[config.mk]
export PLATFORM = sky130hd
export DESIGN_NAME = weekday_alarm_table_matcher_unit
export DESIGN_NICKNAME = d
export VERILOG_FILES = /design/src/rtl/wat_pkg.sv /design/src/rtl/wat_match.sv /design/src/rtl/weekday_alarm_table_matcher_unit.sv
export VERILOG_INCLUDE_DIRS = /design/src /design/src/rtl
export SDC_FILE = /design/constraint.sdc
export NUM_CORES = 1
export LEC_CHECK = 0
export BUFFER_PORTS_ARGS = -buffer_cell sky130_fd_sc_hd__buf_2
export CELL_PAD_IN_SITES_DETAIL_PLACEMENT = 0
export CELL_PAD_IN_SITES_GLOBAL_PLACEMENT = 1
export CORE_MARGIN = 2
export CORE_UTILIZATION = 55
export DETAILED_ROUTE_END_ITERATION = 7
export PLACE_DENSITY_LB_ADDON = 0.1
export SYNTH_ARGS = -nofsm -noshare
export SYNTH_HDL_FRONTEND = slang
export SYNTH_SLANG_ARGS = --single-unit
[constraint.sdc]
create_clock -name clk_i -period 5.6 [get_ports clk_i]
set_clock_uncertainty 0.15 [all_clocks]
set_input_delay 1.12 -clock clk_i [delete_from_list [all_inputs] [get_ports clk_i]]
set_output_delay 1.12 -clock clk_i [all_outputs]
set_load 0.005 [all_outputs]
[src/rtl/weekday_alarm_table_matcher_unit_macros.svh]
// ----------------------------------------------------------------------------
// Weekday alarm table matcher assertion macros
// Immediate-consequence and next-cycle property checks, empty for synthesis
// ----------------------------------------------------------------------------
`ifndef WEEKDAY_ALARM_TABLE_MATCHER_UNIT_MACROS_SVH
`define WEEKDAY_ALARM_TABLE_MATCHER_UNIT_MACROS_SVH

`ifndef SYNTHESIS
`define WAT_ASSERT_NOW(lbl, ante, cons, msg) \
  lbl: assert property (@(posedge clk_i) disable iff (!rst_ni) (ante) |-> (cons)) \
    else $error(msg);
`define WAT_ASSERT_NEXT(lbl, ante, cons, msg) \
  lbl: assert property (@(posedge clk_i) disable iff (!rst_ni) (ante) |=> (cons)) \
    else $error(msg);
`else
`define WAT_ASSERT_NOW(lbl, ante, cons, msg)
`define WAT_ASSERT_NEXT(lbl, ante, cons, msg)
`endif

`endif

[src/rtl/wat_pkg.sv]
// ----------------------------------------------------------------------------
// Weekday alarm table package
// Word types, entry layout and request and status codes
// ----------------------------------------------------------------------------
package wat_pkg;

  localparam int DEF_ALARM_ENTRIES = 64;
  localparam int IDX_W             = 6;
  localparam int CNT_OUT_W         = 7;

  typedef enum logic [1:0] {
    REQ_CHECK = 2'd0,
    REQ_ADD   = 2'd1,
    REQ_DEL   = 2'd2,
    REQ_READ  = 2'd3
  } req_e;

  typedef enum logic [1:0] {
    ST_OK    = 2'd0,
    ST_FULL  = 2'd1,
    ST_RANGE = 2'd2
  } status_e;

  typedef struct packed {
    logic [1:0] req_type;
    logic [4:0] hour;
    logic [5:0] minute;
    logic [5:0] second;
    logic [2:0] weekday;
    logic [6:0] day_mask;
    logic [5:0] entry_index;
  } in_word_t;

  typedef struct packed {
    logic [1:0] status;
    logic       alarm_hit;
    logic [5:0] checked_index;
    logic [6:0] alarm_count;
    logic [4:0] read_hour;
    logic [5:0] read_minute;
    logic [6:0] read_mask;
  } out_word_t;

  typedef struct packed {
    logic [4:0] hour;
    logic [5:0] minute;
    logic [6:0] mask;
  } entry_t;

endpackage

[src/rtl/wat_match.sv]
// ----------------------------------------------------------------------------
// Weekday alarm entry match
// Compares one stored entry with the current time and day of week
// ----------------------------------------------------------------------------
module wat_match import wat_pkg::*; (
  input  entry_t     entry_i,
  input  logic [4:0] hour_i,
  input  logic [5:0] minute_i,
  input  logic [5:0] second_i,
  input  logic [2:0] weekday_i,
  output logic       hit_o
);

  logic [2:0] day_bit;

  // day 0 counts as saturday
  assign day_bit = (weekday_i == 3'd0) ? 3'd6 : (weekday_i - 3'd1);

  assign hit_o = entry_i.mask[day_bit] && (entry_i.hour == hour_i) &&
                 (entry_i.minute == minute_i) && (second_i > 6'd1);

endmodule

[src/rtl/weekday_alarm_table_matcher_unit.sv]
// ----------------------------------------------------------------------------
// Weekday alarm table matcher
// Check and read pass IDLE, READ, RESP; add, range errors, an empty-table check and
// deleting the last entry pass IDLE, RESP; other deletes move later entries down
// in SHIFT. One word at a time; RESP waits for out_ready_i.
// Reset empties the table and zeroes the scan position; no clearing pass.
// ----------------------------------------------------------------------------
`include "weekday_alarm_table_matcher_unit_macros.svh"

module weekday_alarm_table_matcher_unit import wat_pkg::*; #(
  parameter int ALARM_ENTRIES = DEF_ALARM_ENTRIES
) (
  input  logic      clk_i,
  input  logic      rst_ni,
  input  logic      in_valid_i,
  output logic      in_ready_o,
  input  in_word_t  in_word_i,
  output logic      out_valid_o,
  input  logic      out_ready_i,
  output out_word_t out_word_o
);

  localparam int CW = $clog2(ALARM_ENTRIES + 1);
  localparam int AW = (ALARM_ENTRIES > 1) ? $clog2(ALARM_ENTRIES) : 1;
  localparam int XW = (CW > CNT_OUT_W) ? CW : CNT_OUT_W;

  localparam logic [1:0] S_IDLE  = 2'd0;
  localparam logic [1:0] S_READ  = 2'd1;
  localparam logic [1:0] S_SHIFT = 2'd2;
  localparam logic [1:0] S_RESP  = 2'd3;

  logic [1:0]    state_q, state_d;
  in_word_t      req_q, req_d;
  logic [CW-1:0] count_q, count_d;
  logic [CW-1:0] scan_q, scan_d;
  logic [CW-1:0] wr_ptr_q, wr_ptr_d;
  out_word_t     pend_q, pend_d;
  logic          out_valid_q, out_valid_d;
  out_word_t     out_q, out_d;

  entry_t        mem [ALARM_ENTRIES];
  entry_t        rdata_q;
  logic          mem_we, mem_re;
  logic [AW-1:0] mem_waddr, mem_raddr;
  entry_t        mem_wdata;

  logic [CW-1:0] ptr_eff;
  logic [XW-1:0] ptr_w, idx_w, idx_p1, cnt_w;
  logic [CW:0]   shift_nxt;
  logic          hit;

  wat_match u_match (
    .entry_i   (rdata_q),
    .hour_i    (req_q.hour),
    .minute_i  (req_q.minute),
    .second_i  (req_q.second),
    .weekday_i (req_q.weekday),
    .hit_o     (hit)
  );

  // scan restarts at the top once it runs past the end
  assign ptr_eff   = (scan_q >= count_q) ? '0 : scan_q;
  assign ptr_w     = XW'(ptr_eff);
  assign idx_w     = XW'(in_word_i.entry_index);
  assign idx_p1    = idx_w + XW'(1);
  assign cnt_w     = XW'(count_q);
  assign shift_nxt = {1'b0, wr_ptr_q} + (CW+1)'(2);

  assign in_ready_o  = (state_q == S_IDLE);
  assign out_valid_o = out_valid_q;
  assign out_word_o  = out_q;

  always_comb begin
    state_d     = state_q;
    req_d       = req_q;
    count_d     = count_q;
    scan_d      = scan_q;
    wr_ptr_d    = wr_ptr_q;
    pend_d      = pend_q;
    out_valid_d = out_valid_q;
    out_d       = out_q;
    mem_we      = 1'b0;
    mem_waddr   = '0;
    mem_wdata   = rdata_q;
    mem_re      = 1'b0;
    mem_raddr   = '0;

    if (out_valid_q && out_ready_i) begin
      out_valid_d = 1'b0;
    end

    case (state_q)
      S_IDLE: begin
        if (in_valid_i) begin
          req_d   = in_word_i;
          pend_d  = '0;
          state_d = S_RESP;
          case (req_e'(in_word_i.req_type))
            REQ_CHECK: begin
              if (count_q == '0) begin
                scan_d = '0;
              end else begin
                mem_re               = 1'b1;
                mem_raddr            = ptr_eff[AW-1:0];
                scan_d               = ptr_eff + CW'(1);
                pend_d.checked_index = ptr_w[IDX_W-1:0];
                state_d              = S_READ;
              end
            end
            REQ_ADD: begin
              if (count_q >= CW'(ALARM_ENTRIES)) begin
                pend_d.status = ST_FULL;
              end else begin
                mem_we           = 1'b1;
                mem_waddr        = count_q[AW-1:0];
                mem_wdata.hour   = in_word_i.hour;
                mem_wdata.minute = in_word_i.minute;
                mem_wdata.mask   = in_word_i.day_mask;
                count_d          = count_q + CW'(1);
              end
            end
            REQ_DEL: begin
              if (idx_w >= cnt_w) begin
                pend_d.status = ST_RANGE;
              end else if (idx_p1 < cnt_w) begin
                mem_re    = 1'b1;
                mem_raddr = idx_p1[AW-1:0];
                wr_ptr_d  = idx_w[CW-1:0];
                state_d   = S_SHIFT;
              end else begin
                count_d = count_q - CW'(1);
              end
            end
            REQ_READ: begin
              if (idx_w >= cnt_w) begin
                pend_d.status = ST_RANGE;
              end else begin
                mem_re    = 1'b1;
                mem_raddr = idx_w[AW-1:0];
                state_d   = S_READ;
              end
            end
            default: begin
              state_d = S_RESP;
            end
          endcase
        end
      end
      S_READ: begin
        if (req_e'(req_q.req_type) == REQ_CHECK) begin
          pend_d.alarm_hit = hit;
        end else begin
          pend_d.read_hour   = rdata_q.hour;
          pend_d.read_minute = rdata_q.minute;
          pend_d.read_mask   = rdata_q.mask;
        end
        state_d = S_RESP;
      end
      S_SHIFT: begin
        // entry below takes the one just read, next read runs two ahead
        mem_we    = 1'b1;
        mem_waddr = wr_ptr_q[AW-1:0];
        mem_wdata = rdata_q;
        wr_ptr_d  = wr_ptr_q + CW'(1);
        if (shift_nxt < {1'b0, count_q}) begin
          mem_re    = 1'b1;
          mem_raddr = shift_nxt[AW-1:0];
        end else begin
          count_d = count_q - CW'(1);
          state_d = S_RESP;
        end
      end
      S_RESP: begin
        if (!out_valid_q || out_ready_i) begin
          out_d             = pend_q;
          out_d.alarm_count = cnt_w[CNT_OUT_W-1:0];
          out_valid_d       = 1'b1;
          state_d           = S_IDLE;
        end
      end
      default: begin
        state_d = S_IDLE;
      end
    endcase
  end

  always_ff @(posedge clk_i or negedge rst_ni) begin
    if (!rst_ni) begin
      state_q     <= S_IDLE;
      count_q     <= '0;
      scan_q      <= '0;
      out_valid_q <= 1'b0;
    end else begin
      state_q     <= state_d;
      count_q     <= count_d;
      scan_q      <= scan_d;
      out_valid_q <= out_valid_d;
    end
  end

  always_ff @(posedge clk_i) begin
    req_q    <= req_d;
    wr_ptr_q <= wr_ptr_d;
    pend_q   <= pend_d;
    out_q    <= out_d;
  end

  // alarm table, one write and one registered read per cycle
  always_ff @(posedge clk_i) begin
    if (mem_we) begin
      mem[mem_waddr] <= mem_wdata;
    end
    if (mem_re) begin
      rdata_q <= mem[mem_raddr];
    end
  end

  `WAT_ASSERT_NOW(a_count_bound, 1'b1, count_q <= CW'(ALARM_ENTRIES), "count above table size")
  `WAT_ASSERT_NOW(a_shift_in_table, state_q == S_SHIFT, ({1'b0, wr_ptr_q} + (CW+1)'(1)) < {1'b0, count_q}, "shift past last entry")
  `WAT_ASSERT_NEXT(a_accept_busy, in_valid_i && in_ready_o, !in_ready_o, "accepted word left block idle")

endmodule

Word-level counts from Yosys, hierarchy flattened:

Memories as Yosys holds them, arrays and structs flattened. A register that Yosys moved wholly into a read port is not among the register bits.
Index checks and enable logic that the tools add are counted.

* register bits after elaboration: 107
* RAM bits: 1152
* output and inout port bits: 36
* memories kept: 1

* add/sub/neg operators: 7
* magnitude comparators: 7
* equal/unequal tests: 20
* multiplexer cells: 68
* reduce and logical (&&, ||, !) cells: 22

Memory list
* mem: depth 64, width 18, rd ports 1, clocked after memory_dff 1, wr ports 1, line weekday_alarm_table_matcher_unit.sv:41 `entry_t mem [ALARM_ENTRIES];`

Operator list (number)
* $mux W18: 5
* $mux W7: 11
* $mux W6: 10
* $pmux W7 S2: 3
* $pmux W18 S2: 1
* $mux W32: 1
* $pmux W6 S2: 2
* $add A7 B1 Y7 const B: 3
* $mux W1: 19
* $pmux W6 S3: 1
* $mux W2: 6
* $ne A2 B2 Y1 const B: 6
* $reduce_and A3 Y1: 4
* $ne A3 B3 Y1 const B: 3
* $add A7 B2 Y8 const B: 1
* $eq A2 B2 Y1 const B: 4
* $lt A8 B7 Y1: 1
* $pmux W2 S4: 1
* $add A6 B1 Y7 const B: 1
* $ge A6 B7 Y1: 1
* $ge A7 B7 Y1: 1
* $ge A7 B7 Y1 const B: 1
* $logic_not A7 Y1: 1
* $lt A7 B7 Y1: 1
* 25 further kinds: 36

Longest topological paths before layout:

* depth after elaboration: 9
* mapped depth: 17

Cells and area by module:

A second synthesis with hierarchy kept.

* cell total of the unflattened synthesis: 3599
* area total of the unflattened synthesis: 51345.5 sq um

By module, submodules not included
* weekday_alarm_table_matcher_unit: times used 1, cells an instance 3559, area an instance 51052.7 sq um, sequential area each 38261.7 sq um
* wat_match: times used 1, cells an instance 40, area an instance 292.8 sq um, sequential area each 0.0 sq um

Worst setup path after synthesis:

No wires, ideal clock.

* path type: input to register
* from: input in_word_i[2] (netlist bit)
* to: register rdata_q[10] (netlist name)
* setup time: 272 ps
* data arrival time: 4560 ps
* setup slack: 618 ps
* cell stages on the path: 15
* buffers on the path: 3
* path through: clkbuf_1 -> nand3_1 -> xnor2_1 -> ha_1 -> a21oi_1 -> o21ai_0 -> nor4_1 -> o211a_1 -> a221oi_1 -> buf_2 -> buf_2 -> mux4_2 -> a22oi_1 -> a31oi_1 -> or4_1

* cells in the longest elaborated chain, start to end: 7

Ends and longest elaborated chain
* start: declaration: line weekday_alarm_table_matcher_unit.sv:17 `input in_word_t in_word_i,`
* $add A6 B1 Y7: line weekday_alarm_table_matcher_unit.sv:65 `assign idx_p1 = idx_w + XW'(1);`
* $lt A7 B7 Y1: line weekday_alarm_table_matcher_unit.sv:125 `end else if (idx_p1 < cnt_w) begin`
* $mux W6 / $mux W1 (equally long branches): line weekday_alarm_table_matcher_unit.sv:125
* $mux W6 / $mux W1 (equally long branches): line weekday_alarm_table_matcher_unit.sv:123 `if (idx_w >= cnt_w) begin`
* $pmux W6 S3 / $pmux W1 S3 (equally long branches): line weekday_alarm_table_matcher_unit.sv:98 `case (req_e'(in_word_i.req_type))`
* $mux W6 / $mux W1 (equally long branches): line weekday_alarm_table_matcher_unit.sv:94 `if (in_valid_i) begin`
* $pmux W6 S2 / $pmux W1 S2 (equally long branches): line weekday_alarm_table_matcher_unit.sv:92 `case (state_q)`

Parallel ways exist; a longest one is shown, timed or not.
A chain may end at the register's enable or synchronous reset.

Worst setup path after layout:

* from: register wr_ptr_q[1]
* to: register rdata_q[10] (netlist name)

* cells in the longest elaborated chain, start to end: 4

Ends and longest elaborated chain
* start: declaration: line weekday_alarm_table_matcher_unit.sv:36 `logic [CW-1:0] wr_ptr_q, wr_ptr_d;`
* start signal: assignment: line weekday_alarm_table_matcher_unit.sv:203 `wr_ptr_q <= wr_ptr_d;`
* $add A7 B2 Y8 (*): line weekday_alarm_table_matcher_unit.sv:67 `assign shift_nxt = {1'b0, wr_ptr_q} + (CW+1)'(2);`
* $lt A8 B7 Y1: line weekday_alarm_table_matcher_unit.sv:165 `if (shift_nxt < {1'b0, count_q}) begin`
* $mux W6 / $mux W1 (equally long branches): line weekday_alarm_table_matcher_unit.sv:165
* $pmux W6 S2 / $pmux W1 S2 (equally long branches): line weekday_alarm_table_matcher_unit.sv:92

Every way passes the cells marked *; elsewhere a longest branch is shown, timed or not.

==> run summary <==
status - finished, final reports clean
starting density of the core - 0.556
Layout area overhead - 15.8%
worst hold margin - 197 ps
CP Data Required Time - 5890 ps
hold_buf cts - 0
die width - 308 um
LEAKAGE - 19.2 nW
NetSw - 11.2 mW
FFs w/ async S/R, synth - 0.0133
Die ar. - 0.0951 mm^2
clk slew on worst S/H paths - 60 ps
top_reg_cell synth - edfxtp_1
Top delay family on crit path - compound AO/OA/AOI/OAI gates
post-CTS setup buffers - 0
final setup violation count - 0
final net count - 3175
core area - 0.0917 mm^2
Critical-path top delay cell - or4_1
number of max-cap violations - 0
clock buffer depth - 3
# port buffers - 73
count of state elements after synthesis - 1276
Placer Congestion - 0.887
Yosys cell types - 75
Final Core Density - 0.644
Avg WL per Cell - 29.6 um
first-pass GRT wire length - 189000 um
Remaining DRCs - 0
CTS tree - built
cts bufs inserted - 134
initial antenna violation count - 3
Max Transition Viols Final - 0
Root Driver - clkbuf_16
worst rel slew slack - 0.119
Iteration-0 DRC Markers - 3459
Setup WS post-layout - 438 ps
reg2reg end - rdata_q[10]$_DFFE_PP_
most common cell after layout, fill and taps aside - edfxtp_1
Critical Path Source Type - flop
All-Layer GR Usage - 0.278
vias per cell - 6.39
clk_lat worst skew - 740 ps
most frequent cells in the layout - edfxtp_1 (1259), buf_4 (268), mux4_2 (180)
vias in the first global route - 28100
maximum vdd drop - 350 uV
drt first pass iters - 5
Hold Crit Class - primary input to async pin
mean post-synth cell area - 18.5 um^2
Tightest Pin Transition - 1320 ps
CTS resizes - 0
Routed WL - 130000 um
crit end category - flop
CP max FO - 11
Worst path max stage delay - 590 ps
Final Hold Viols - 0
share of cells above drive strength 1 - 0.251
Crit Path Class - flop to flop
Post-Syn Area - 0.0509 mm^2
syn_nets - 2828
Mapped Cells - 2751
dpl hpwl - 78700 um
FMAX - 0.194 GHz
Reg power frac - 0.399
Seq/Total Area, Yosys - 0.750
worst flop-to-flop path startpoint - wr_ptr_q[1]$_DFFE_PP_
H-tree Lvls - 4
Yosys warning count - 0
worst r2r path cells - 15
# IOs - 75
sw frac - 0.336
clock network fraction of design power - 0.252
internal power - 22.2 mW
Die H - 308 um
CTS sink count - 1276
number of flops mapped to enable cells by yosys - 1259
Critical Path, Cell by Cell - ha_1, xor2_1, ha_1, o21a_1, nor2_1, a211oi_1, nor2_1, a221oi_4, buf_4, buf_12, buf_4, mux4_2, a22oi_1, a21oi_1, or4_1
crit path time final - 5160 ps
largest net degree at the start of global routing - 65
worst slack, placed - -111 ps
unrepaired setup endpoints after global routing - false
residual antenna-violating net count after detailed routing - 0
r2r setup slk - 440 ps
pwr/cell area - 566 mW/mm^2
# rows - 111
Logic pwr share - 0.349
CP arrival - 5460 ps
global route overflow - 0
DR vias - 28000
CP Buf/Inv Count - 3
Filler cells - 6310
Final Cycle Share - 0.922
## power groups by stage
stage / clock network [mW] / registers, mW / logic [mW]
global route: 8.90 / 13.4 / 12.4
finish: 8.41 / 13.3 / 11.7
detailed placement: 0 / 13.5 / 11.6
floorplan: 0 / 13.4 / 6.20
CTS: 8.55 / 13.3 / 11.7
global placement: 0 / 13.4 / 11.3
## through the flow
step	power (mW)	cell area (um^2)	instances	setup TNS, ps
global placement	24.8	54800	4148	-646
global route	34.7	59000	4387	0
finish	33.4	59000	4388	0
CTS	33.5	59000	4387	0
floorplan	19.6	50900	2751	0
detailed placement	25.1	54800	4148	-631
## flip-flops by register name, summed over array words and instances (netlist names)
name,count
wr_ptr_q,7
out_valid_o,1
cnt_w,7
rdata_q,18
req_q,21
out_word_o,34
mem,1152
state_q,2
pend_q,27
scan_q,7
## worst max-delay path by stage
stage	start	to	slack, ps	cells after the start
floorplan	in_word_i[2]	rdata_q[10]$_DFFE_PP_	620	15
global placement	in_word_i[0]	rdata_q[5]$_DFFE_PP_	-140	18
detailed placement	in_word_i[0]	rdata_q[5]$_DFFE_PP_	-110	18
CTS	wr_ptr_q[1]$_DFFE_PP_	rdata_q[10]$_DFFE_PP_	470	15
global route	wr_ptr_q[1]$_DFFE_PP_	rdata_q[13]$_DFFE_PP_	230	15
finish	wr_ptr_q[1]$_DFFE_PP_	rdata_q[10]$_DFFE_PP_	440	15
## per-layer routing
metal  wire, um  vias to the layer above  GRT usage  share of wire
met3      10700                      237     0.0497          0.083
met4       4890                        0      0.109          0.038
met2      60900                     1271      0.434           0.47
met1      53200                    14500      0.395           0.41
li1           -                    12100          -              -
met5          0                        -          0              0
## synth_stat cells, types with 38 or more instances
library cell | number | area (um^2)
ha_1 | 38 | 475
clkbuf_1 | 80 | 300
mux2i_1 | 112 | 1120
a22oi_1 | 93 | 698
o2111a_1 | 39 | 439
a211oi_1 | 39 | 293
edfxtp_1 | 1259 | 37800
nand2_1 | 177 | 664
a21oi_1 | 113 | 566
a211o_1 | 39 | 342
mux4_2 | 180 | 4050
a31oi_1 | 61 | 382
buf_2 | 51 | 255
nor2_1 | 94 | 353
a221o_1 | 71 | 711
## worst register-to-register path, cell delays in order, from the launching register on
cell	delay, ps
edfxtp_1	520
ha_1	350
xor2_1	220
ha_1	320
o21a_1	120
nor2_1	40
a211oi_1	280
nor2_1	160
a221oi_4	370
buf_4	290
buf_12	190
buf_4	290
mux4_2	540
a22oi_1	260
a21oi_1	210
or4_1	590
## final cells by class
cell class / instances / area (um^2) / share of cell area
flip-flops and latches: 1276 / 38200 / 0.648
multi-input cells: 1283 / 11900 / 0.202
clock buffers: 172 / 3650 / 0.0619
repair buffers: 377 / 3100 / 0.0525
well taps: 1186 / 1480 / 0.0251
clock inverters: 67 / 514 / 0.00871
inverters: 26 / 97.6 / 0.00165
diodes: 1 / 2.50 / 0.0000424
## cells by family after synthesis
logic type | share of synthesized area
fa+ha+maj | 0.00933
mux | 0.102
buf+inv | 0.0184
xor+xnor | 0.00567
simple gates | 0.0355
flops | 0.750
compound gates | 0.0787
Power figures use the tool's default switching activity.
